[src/pending_request_id_table_assert.svh]
// Assertion macros for the pending request ID table.
// Used by the top level only; expects clk and rst_n in scope.
`ifndef PENDING_REQUEST_ID_TABLE_ASSERT_SVH
`define PENDING_REQUEST_ID_TABLE_ASSERT_SVH

// Consequent must hold in the same cycle as the antecedent.
`define PRIT_ASSERT_SAME(label, ante, cons, msg) \
    label: assert property (@(posedge clk) disable iff (!rst_n) (ante) |-> (cons)) \
        else $error(msg);

// Consequent must hold in the cycle after the antecedent.
`define PRIT_ASSERT_NEXT(label, ante, cons, msg) \
    label: assert property (@(posedge clk) disable iff (!rst_n) (ante) |=> (cons)) \
        else $error(msg);

`endif

[src/prit_pkg.sv]
// Shared types and codes for the pending request ID table.
// No dependencies.
`timescale 1ns / 1ps

package prit_pkg;

    localparam logic [1:0] CMD_INSERT = 2'd0;
    localparam logic [1:0] CMD_LOOKUP = 2'd1;
    localparam logic [1:0] CMD_REMOVE = 2'd2;
    localparam logic [1:0] CMD_EXPIRE = 2'd3;

    localparam logic [1:0] ST_OK   = 2'd0;
    localparam logic [1:0] ST_FULL = 2'd1;
    localparam logic [1:0] ST_MISS = 2'd2;

    localparam logic [31:0] TIMEOUT_RESET = 32'd2000;

    typedef struct packed {
        logic [1:0]  command;
        logic [15:0] client_txn;
        logic [15:0] query_type;
        logic [15:0] query_class;
        logic [31:0] time_ms;
        logic [9:0]  request_id;
    } req_t;

    typedef struct packed {
        logic [1:0]  status;
        logic [9:0]  assigned_id;
        logic [15:0] out_client_id;
        logic [15:0] out_query_type;
        logic [15:0] out_query_class;
        logic [31:0] out_start_time;
        logic [9:0]  active_entries;
    } rsp_t;

    typedef struct packed {
        logic [15:0] client_txn;
        logic [15:0] query_type;
        logic [15:0] query_class;
        logic [31:0] start_time;
    } rec_t;

    typedef struct packed {
        logic valid;
        rec_t rec;
    } slot_t;

    typedef struct packed {
        logic load;
        logic issue;
        logic commit;
        logic fail;
        logic clr_step;
    } dp_cmd_t;

    typedef struct packed {
        logic hit;
        logic issue_done;
        logic rd_pending;
        logic clr_last;
    } dp_sts_t;

endpackage

[src/prit_ctrl.sv]
// Controller state machine for the pending request ID table.
// Depends on prit_pkg for the command and status structs.
`timescale 1ns / 1ps

module prit_ctrl (
    input  logic              clk,
    input  logic              rst_n,
    input  logic              start,
    output logic              busy,
    output prit_pkg::dp_cmd_t cmd,
    input  prit_pkg::dp_sts_t sts
);

    import prit_pkg::*;

    typedef enum logic [1:0] {
        S_CLEAR,
        S_IDLE,
        S_SCAN
    } state_t;

    state_t state_reg;
    state_t state_next;
    logic   busy_reg;
    logic   busy_next;

    always_comb
    begin
        cmd        = '0;
        state_next = state_reg;
        busy_next  = busy_reg;
        unique case (state_reg)
            S_CLEAR:
            begin
                cmd.clr_step = 1'b1;
                if (sts.clr_last)
                begin
                    state_next = S_IDLE;
                    busy_next  = 1'b0;
                end
            end
            S_IDLE:
            begin
                if (start)
                begin
                    cmd.load   = 1'b1;
                    state_next = S_SCAN;
                    busy_next  = 1'b1;
                end
            end
            S_SCAN:
            begin
                priority if (sts.hit)
                begin
                    cmd.commit = 1'b1;
                    state_next = S_IDLE;
                    busy_next  = 1'b0;
                end
                else if (sts.issue_done && !sts.rd_pending)
                begin
                    cmd.fail   = 1'b1;
                    state_next = S_IDLE;
                    busy_next  = 1'b0;
                end
                else
                begin
                    cmd.issue = !sts.issue_done;
                end
            end
            default:
            begin
                state_next = S_IDLE;
                busy_next  = 1'b0;
            end
        endcase
    end

    always_ff @(posedge clk or negedge rst_n)
    begin
        if (!rst_n)
        begin
            state_reg <= S_CLEAR;
            busy_reg  <= 1'b1;
        end
        else
        begin
            state_reg <= state_next;
            busy_reg  <= busy_next;
        end
    end

    assign busy = busy_reg;

endmodule

[config.mk]
export PLATFORM = sky130hd
export DESIGN_NAME = prit_ctrl
export DESIGN_NICKNAME = d
export VERILOG_FILES = /design/src/pending_request_id_table_assert.svh /design/src/prit_pkg.sv /design/src/prit_ctrl.sv
export SDC_FILE = /design/constraint.sdc
export NUM_CORES = 1
export LEC_CHECK = 0
export CORE_AREA = 2 2 39 41
export CTS_CLUSTER_SIZE = 40
export DETAILED_ROUTE_END_ITERATION = 8
export DIE_AREA = 0 0 41 43
export DONT_BUFFER_PORTS = 1
export GPL_TIMING_DRIVEN = 0
export SYNTH_ARGS = -nofsm -noshare
export SYNTH_HDL_FRONTEND = slang
export SYNTH_SLANG_ARGS = --single-unit
[constraint.sdc]
create_clock -name clk -period 1.2 [get_ports clk]
set_clock_uncertainty 0.15 [all_clocks]
set_input_delay 0.18 -clock clk [delete_from_list [all_inputs] [get_ports clk]]
set_output_delay 0.18 -clock clk [all_outputs]
set_load 0.005 [all_outputs]
* Yosys cells after proc, flatten, opt, wreduce, memory -nomap -nowiden
Cells that the tools add are included.
** Storage, ports and cells
- Bits in registers :: 3
- Input bits :: 7
- Output and inout bits :: 6
- Word-level logic and storage cells :: 31
** Cells by class
- Eq/ne operators :: 5
- Multiplexer cells :: 19
- Reductions and logical operators :: 5
** Operators with widths (count)
- $mux W1 :: 12
- $mux W2 :: 4
- $pmux W2 S3 :: 1
- $ne A2 B2 Y1 const B :: 2
- $mux W3 :: 1
- $ne A3 B3 Y1 const B :: 1
- $pmux W1 S3 :: 1
- $reduce_and A3 Y1 :: 1
- $eq A2 B1 Y1 const B :: 1
- $eq A2 B2 Y1 const B :: 1
- $logic_not A1 Y1 :: 2
- $logic_not A2 Y1 :: 1
- $logic_and A1 B1 Y1 :: 1

* Longest topological paths before layout
Gate-level depths: netlist (run 1).
- Depth after elaboration :: 5
- Depth in mapped cells :: 3
- Depth with buffers taken out :: 3

* Worst setup path after synthesis (run 1)
No wires, ideal clock.
- Path type :: register to output
- Start point :: register state_reg[0]
- End point :: output port cmd[1] in the netlist's numbering
- Arrival time :: 0.984 ns
- Path slack :: -0.114 ns
- Cell stages (with the launch flop) :: 3
- Path buffers :: 0
- Cell sequence :: dfrtp_1 or3b_4 nor3b_2
** RTL lines
- from (decl) :: RTL line prit_ctrl.sv:22 : state_t state_reg;
- from (signal assigned) :: RTL line prit_ctrl.sv:87 : state_reg <= state_next;
- to (decl) :: RTL line prit_ctrl.sv:10 : output prit_pkg::dp_cmd_t cmd,

==> results of run 1 <==
## how the worst max path moves through the flow
| stage | cells after the start | slack, ns | endpoint |
|---|---|---|---|
| after floorplan | 2 | -0.11 | cmd[1] |
| after detailed placement | 2 | -0.19 | cmd[1] |
| final | 2 | -0.31 | cmd[1] |
| after CTS | 2 | -0.34 | cmd[1] |
| after global placement | 2 | -0.17 | cmd[1] |
| after global routing | 2 | -0.36 | cmd[1] |
## what timing repair did
action                                  4_1_cts  5_1_grt
endpoints found under the hold margin         3        0
hold buffers                                  1        0
pin swaps                                     4        4
gates resized for setup                       7        4
buffers inserted                              4        2
cloned                                        0        0
endpoints found under the setup margin        6        8
## routing by layer
metal | vias to the layer above | routed length [um]
li1 | 94 | -
met5 | - | 0
met3 | 0 | 45
met1 | 98 | 186
met4 | 0 | 0
met2 | 7 | 272
## layout make-up
| cell class | instances | share of cell area |
|---|---|---|
| sequential | 3 | 0.238 |
| clock buffer | 4 | 0.0808 |
| inverter | 1 | 0.0115 |
| tap | 16 | 0.0615 |
| multi-input combinational | 17 | 0.427 |
| timing repair buffer | 6 | 0.181 |
## synthesized netlist by cell type
library cell  instances  area, sq um
nor2b_1               1         6.26
o22ai_1               1         6.26
a21oi_1               1         5.00
or2b_1                1         7.51
inv_1                 1         3.75
dfstp_2               1         26.3
or2_1                 1         6.26
o21ai_0               3         15.0
nor2_2                1         6.26
nor3b_1               1         7.51
or3b_4                1         11.3
a21o_1                1         7.51
and3b_2               1         10.0
nand2b_1              1         6.26
dfrtp_1               2         50.1
nor3b_2               1         12.5
nor2_1                2         7.51
## logic make-up (layout without fill, tap and decap cells)
kind of cell / Yosys count / in the layout / share of synthesized area
simple gates: 11 / 11 / 0.417
flops: 3 / 3 / 0.391
buf+inv: 1 / 11 / 0.0192
compound gates: 6 / 6 / 0.173
## where the power goes
group,switching [mW],total (mW),internal [mW]
logic,0.159,0.368,0.209
registers,0.0414,0.207,0.165
clock network,0.0497,0.174,0.124
## critical path: stages (launching register included)
cell,delay (ns)
dfrtp_1,0.37
or3b_4,0.39
nor3b_2,0.18
==> metrics.cfg, run 1 <==
[worst_setup_path]
crit_arrival_ns = 1.18
ff2ff_setup_slack_ns = -0.22
r2r-start = state_reg[0]$_DFFE_PN0P_
reg2reg_to = state_reg[1]$_DFFE_PN0P_
path_max_fanout = 3
crit_type = reg -> out
crit_required_ns = 0.87
r2r_cells = 5
worst_setup_path_start_kind = flip-flop
crit_start = state_reg[0]$_DFFE_PN0P_
cp-end-kind = output port

[clock_network]
cts_buffers = 3
path_clk_slew_ns = 0.04
clock-sinks = 3
h-tree-depth = 1
root_buffer = clkbuf_4
clk_latency_ns = 0.23
clockBufferDepth = 2
tritoncts = yes

[placement]
place_congestion = 0.642
placed_cell_area_sq_um = 215
dp_cells = 37
place.port_buffers = 0
pre_cts_slack_ns = -0.187

[sta]
hold_viol = 0
min_period_ns = 1.51
worst_slew_pin_slew_ns = 0.275
max_freq_mhz = 664
fin_ws_ns = -0.306
slew_headroom = 0.816
fin_crit_sh = 1.25
rsz0062_at_grt = yes
tns_ns = -1.42
finalSetupViolations = 7
maxSlewViolCount = 0
hold_ws_ns = 0.0193

[outcome]
status = finished, violations left
violations = negative setup slack

[global_routing]
gr-usage-met2 = 0.113
grt_pass1_vias = 213
gr-total-overflow = 0
grt_busiest_layer = met2
grt_max_degree = 8
use_met3 = 0.0524
antenna_found_initial = 0
grt_first_pass_wirelength_um = 800
grtUsageMet1 = 0.0615
grtUsageTotal = 0.0744

[drt]
via_per_inst = 4.23
wl_per_cell_um = 10.7
wl_um = 503
firstDrtPassIters = 4
via_count = 199
drc = 0
drt_iter0_drc = 4
ant_nets = 0

[final_layout]
largest_reg_flops = 2
diodes = 0
layout_common_cells = 3 x clkbuf_4, 3 x buf_6, 2 x nor2_4, 2 x o21ai_0, 2 x buf_4
drive_above_1_share = 0.516
register_area_sq_um = 77.6
final_cell_area_sq_um = 325
syn_to_final_growth_pct = 66.7
nNetsFinal = 39
post-route-util = 0.235
final_cells = 47
multiInputGateArea_sq_um = 139
fillCellCount = 154

[yosys]
yosysUniqueCellTypes = 17
synth-seq-cells = 3
avgSynthCellArea_sq_um = 9.29
syn-num-nets = 28
synth_area_sq_um = 195
yosys_warnings = 0
syn_inst = 21
ys_seq_area_frac = 0.391

[power_and_ir_drop]
power_uw = 749
max-vdd-ir-drop_uv = 705
p_leak_nw = 0.137
p_per_area_mw_per_mm2 = 2300

[floorplan]
start_util = 0.141
die_x_um = 41
core_area_sq_mm = 0.00138
die_h_um = 43
die_area_sq_mm = 0.00176
num_rows = 14
top_level_ports = 13

[hold_path]
min_to = state_reg[0]$_DFFE_PN0P_
hold_start = sts[0]
min_path_cells = 2
hold_class = in -> reg

[run]
cap_violations = 0

Note: power is estimated with default switching activity, not from simulation.
==> run 2: changes to the inputs <==
SLEW_MARGIN = 20   (was default)
clock period = 1.54 ns   (was 1.2 ns; I/O delays follow)
==> metrics.cfg, run 2 (synthesized netlist as in run 1, its figures left out) <==
[final_layout]
post-route-util = 0.198  ; was 0.235
largest_reg_flops = 2  ; unchanged
fillCellCount = 153  ; was 154
register_area_sq_um = 76.3  ; was 77.6 sq um
drive_above_1_share = 0.379  ; was 0.516
syn_to_final_growth_pct = 40.4  ; was 66.7%
final_cell_area_sq_um = 274  ; was 325 sq um
final_cells = 45  ; was 47
multiInputGateArea_sq_um = 115  ; was 139 sq um
nNetsFinal = 37  ; was 39
diodes = 0  ; unchanged
layout_common_cells = 3 x o21ai_0, 3 x clkbuf_4, 3 x buf_4, 2 x nor2_1, 2 x dfrtp_1  ; was 3 x clkbuf_4, 3 x buf_6, 2 x nor2_4, 2 x o21ai_0, 2 x buf_4

[global_routing]
antenna_found_initial = 0  ; unchanged
grtUsageTotal = 0.0633  ; was 0.0744
gr-usage-met2 = 0.0938  ; was 0.113
grt_pass1_vias = 193  ; was 213
grt_busiest_layer = met2  ; unchanged
grt_max_degree = 8  ; unchanged
use_met3 = 0.0524  ; unchanged
grt_first_pass_wirelength_um = 676  ; was 800 um
gr-total-overflow = 0  ; unchanged
grtUsageMet1 = 0.0452  ; was 0.0615

[clock_network]
cts_buffers = 3  ; unchanged
tritoncts = yes  ; unchanged
h-tree-depth = 1  ; unchanged
cts_resized = 0  ; was 7
clock-sinks = 3  ; unchanged
clk_latency_ns = 0.23  ; about the same
clockBufferDepth = 2  ; unchanged
root_buffer = clkbuf_4  ; unchanged
path_clk_slew_ns = 0.04  ; about the same

[worst_setup_path]
path_depth = 2  ; unchanged
path_max_fanout = 3  ; unchanged
worst_setup_path_start_kind = flip-flop  ; unchanged
cp_cell_sequence = or3b_4, nor3b_2  ; unchanged
cp-end-kind = output port  ; unchanged
r2r_cells = 4  ; was 5
crit_required_ns = 1.16  ; was 0.87 ns
critical_path.max_stage_delay_ns = 0.39  ; about the same
cp_slowest_cell = or3b_4  ; unchanged
worst-path-buf-inv = 0  ; unchanged
crit_family = simple AND/OR/NAND/NOR gates  ; unchanged
crit_type = reg -> out  ; unchanged
crit_arrival_ns = 1.19  ; was 1.18 ns

[drt]
ant_nets = 0  ; unchanged
wl_per_cell_um = 10.4  ; was 10.7 um
via_count = 177  ; was 199
via_per_inst = 3.93  ; was 4.23
drc = 0  ; unchanged
wl_um = 467  ; was 503 um
firstDrtPassIters = 1  ; was 4
drt_iter0_drc = 0  ; was 4

[placement]
pre_cts_slack_ns = 0.110  ; was -0.187 ns
place.port_buffers = 0  ; unchanged
dp_cells = 37  ; unchanged
dpl.hpwl_um = 362
place_congestion = 0.546  ; was 0.642
placed_cell_area_sq_um = 215  ; unchanged

[outcome]
status = finished, violations left  ; unchanged
violations = negative setup slack  ; unchanged

[floorplan]
die_h_um = 43  ; unchanged
num_rows = 14  ; unchanged
die_area_sq_mm = 0.00176  ; unchanged
die_x_um = 41  ; unchanged
top_level_ports = 13  ; unchanged
core_area_sq_mm = 0.00138  ; unchanged
start_util = 0.141  ; unchanged

[sta]
rsz0062_at_grt = yes  ; unchanged
slew_headroom = 0.798  ; was 0.816
tns_ns = -0.0290  ; was -1.42 ns
max_freq_mhz = 637
fin_crit_sh = 1.02
finalSetupViolations = 1  ; was 7
maxSlewViolCount = 0  ; unchanged
worst_slew_pin_slew_ns = 0.303  ; was 0.275 ns
fin_ws_ns = -0.0290  ; was -0.306 ns
hold_viol = 0  ; unchanged
hold_ws_ns = 0.0732  ; was 0.0193 ns
min_period_ns = 1.57

[run]
cap_violations = 0  ; unchanged

[hold_path]
min_path_cells = 3  ; was 2
hold_class = in -> reg  ; unchanged

[power_and_ir_drop]
p_per_area_mw_per_mm2 = 1730  ; was 2300 mW/mm^2
power_uw = 475  ; was 749 uW
p_leak_nw = 0.119  ; was 0.137 nW
max-vdd-ir-drop_uv = 291  ; was 705 uV

[run 2: cell types whose count changed in the layout (fill, tap and decap cells not counted), sizes merged]
cell  change
buf       -2
[run 2: layout make-up]
type                            count  share of cell area
Sequential cell                     3               0.279
Timing Repair Buffer                4               0.119
Inverter                            1              0.0137
Tap cell                           16              0.0731
Clock buffer                        4              0.0959
Multi-Input combinational cell     17               0.420
[run 2: path summary, 6_finish.rpt]
path | to | startpoint | slack [ns]
worst max register to register | busy$_DFFE_PN1P_ | state_reg[0]$_DFFE_PN0P_ | 0.22
min in group asynchronous | state_reg[1]$_DFFE_PN0P_ | rst_n | 0.10
worst min-delay path | state_reg[0]$_DFFE_PN0P_ | start | 0.07
worst min register to register | busy$_DFFE_PN1P_ | busy$_DFFE_PN1P_ | 0.38
max in group asynchronous | busy$_DFFE_PN1P_ | rst_n | 0.92
worst max-delay path | cmd[1] | state_reg[0]$_DFFE_PN0P_ | -0.03
[run 2: timing repair]
item                                   CTS  global route
endpoints found under the hold margin    3             0
setup endpoints to repair                2             2
hold buffers                             1             0
pin swaps                                2             1
buffers inserted                         3             0
[run 2: worst min-delay path, stage by stage]
cell	delay (ns)
inv_1	0.04
o21ai_0	0.06
o21ai_0	0.07
[run 2: routing by layer]
metal | part of all wire | vias up
met3 | 0.14 | 0
met5 | 0 | -
met4 | 0 | 0
li1 | - | 88
met2 | 0.52 | 8
met1 | 0.33 | 81
[run 2: report_power, final]
group	switching [mW]	total [mW]	internal (mW)	leakage (nW)
clock network	0.0377	0.135	0.0969	0.0150
registers	0.0278	0.155	0.127	0.0351
logic	0.0847	0.186	0.101	0.0690
total	0.150	0.475	0.325	0.119
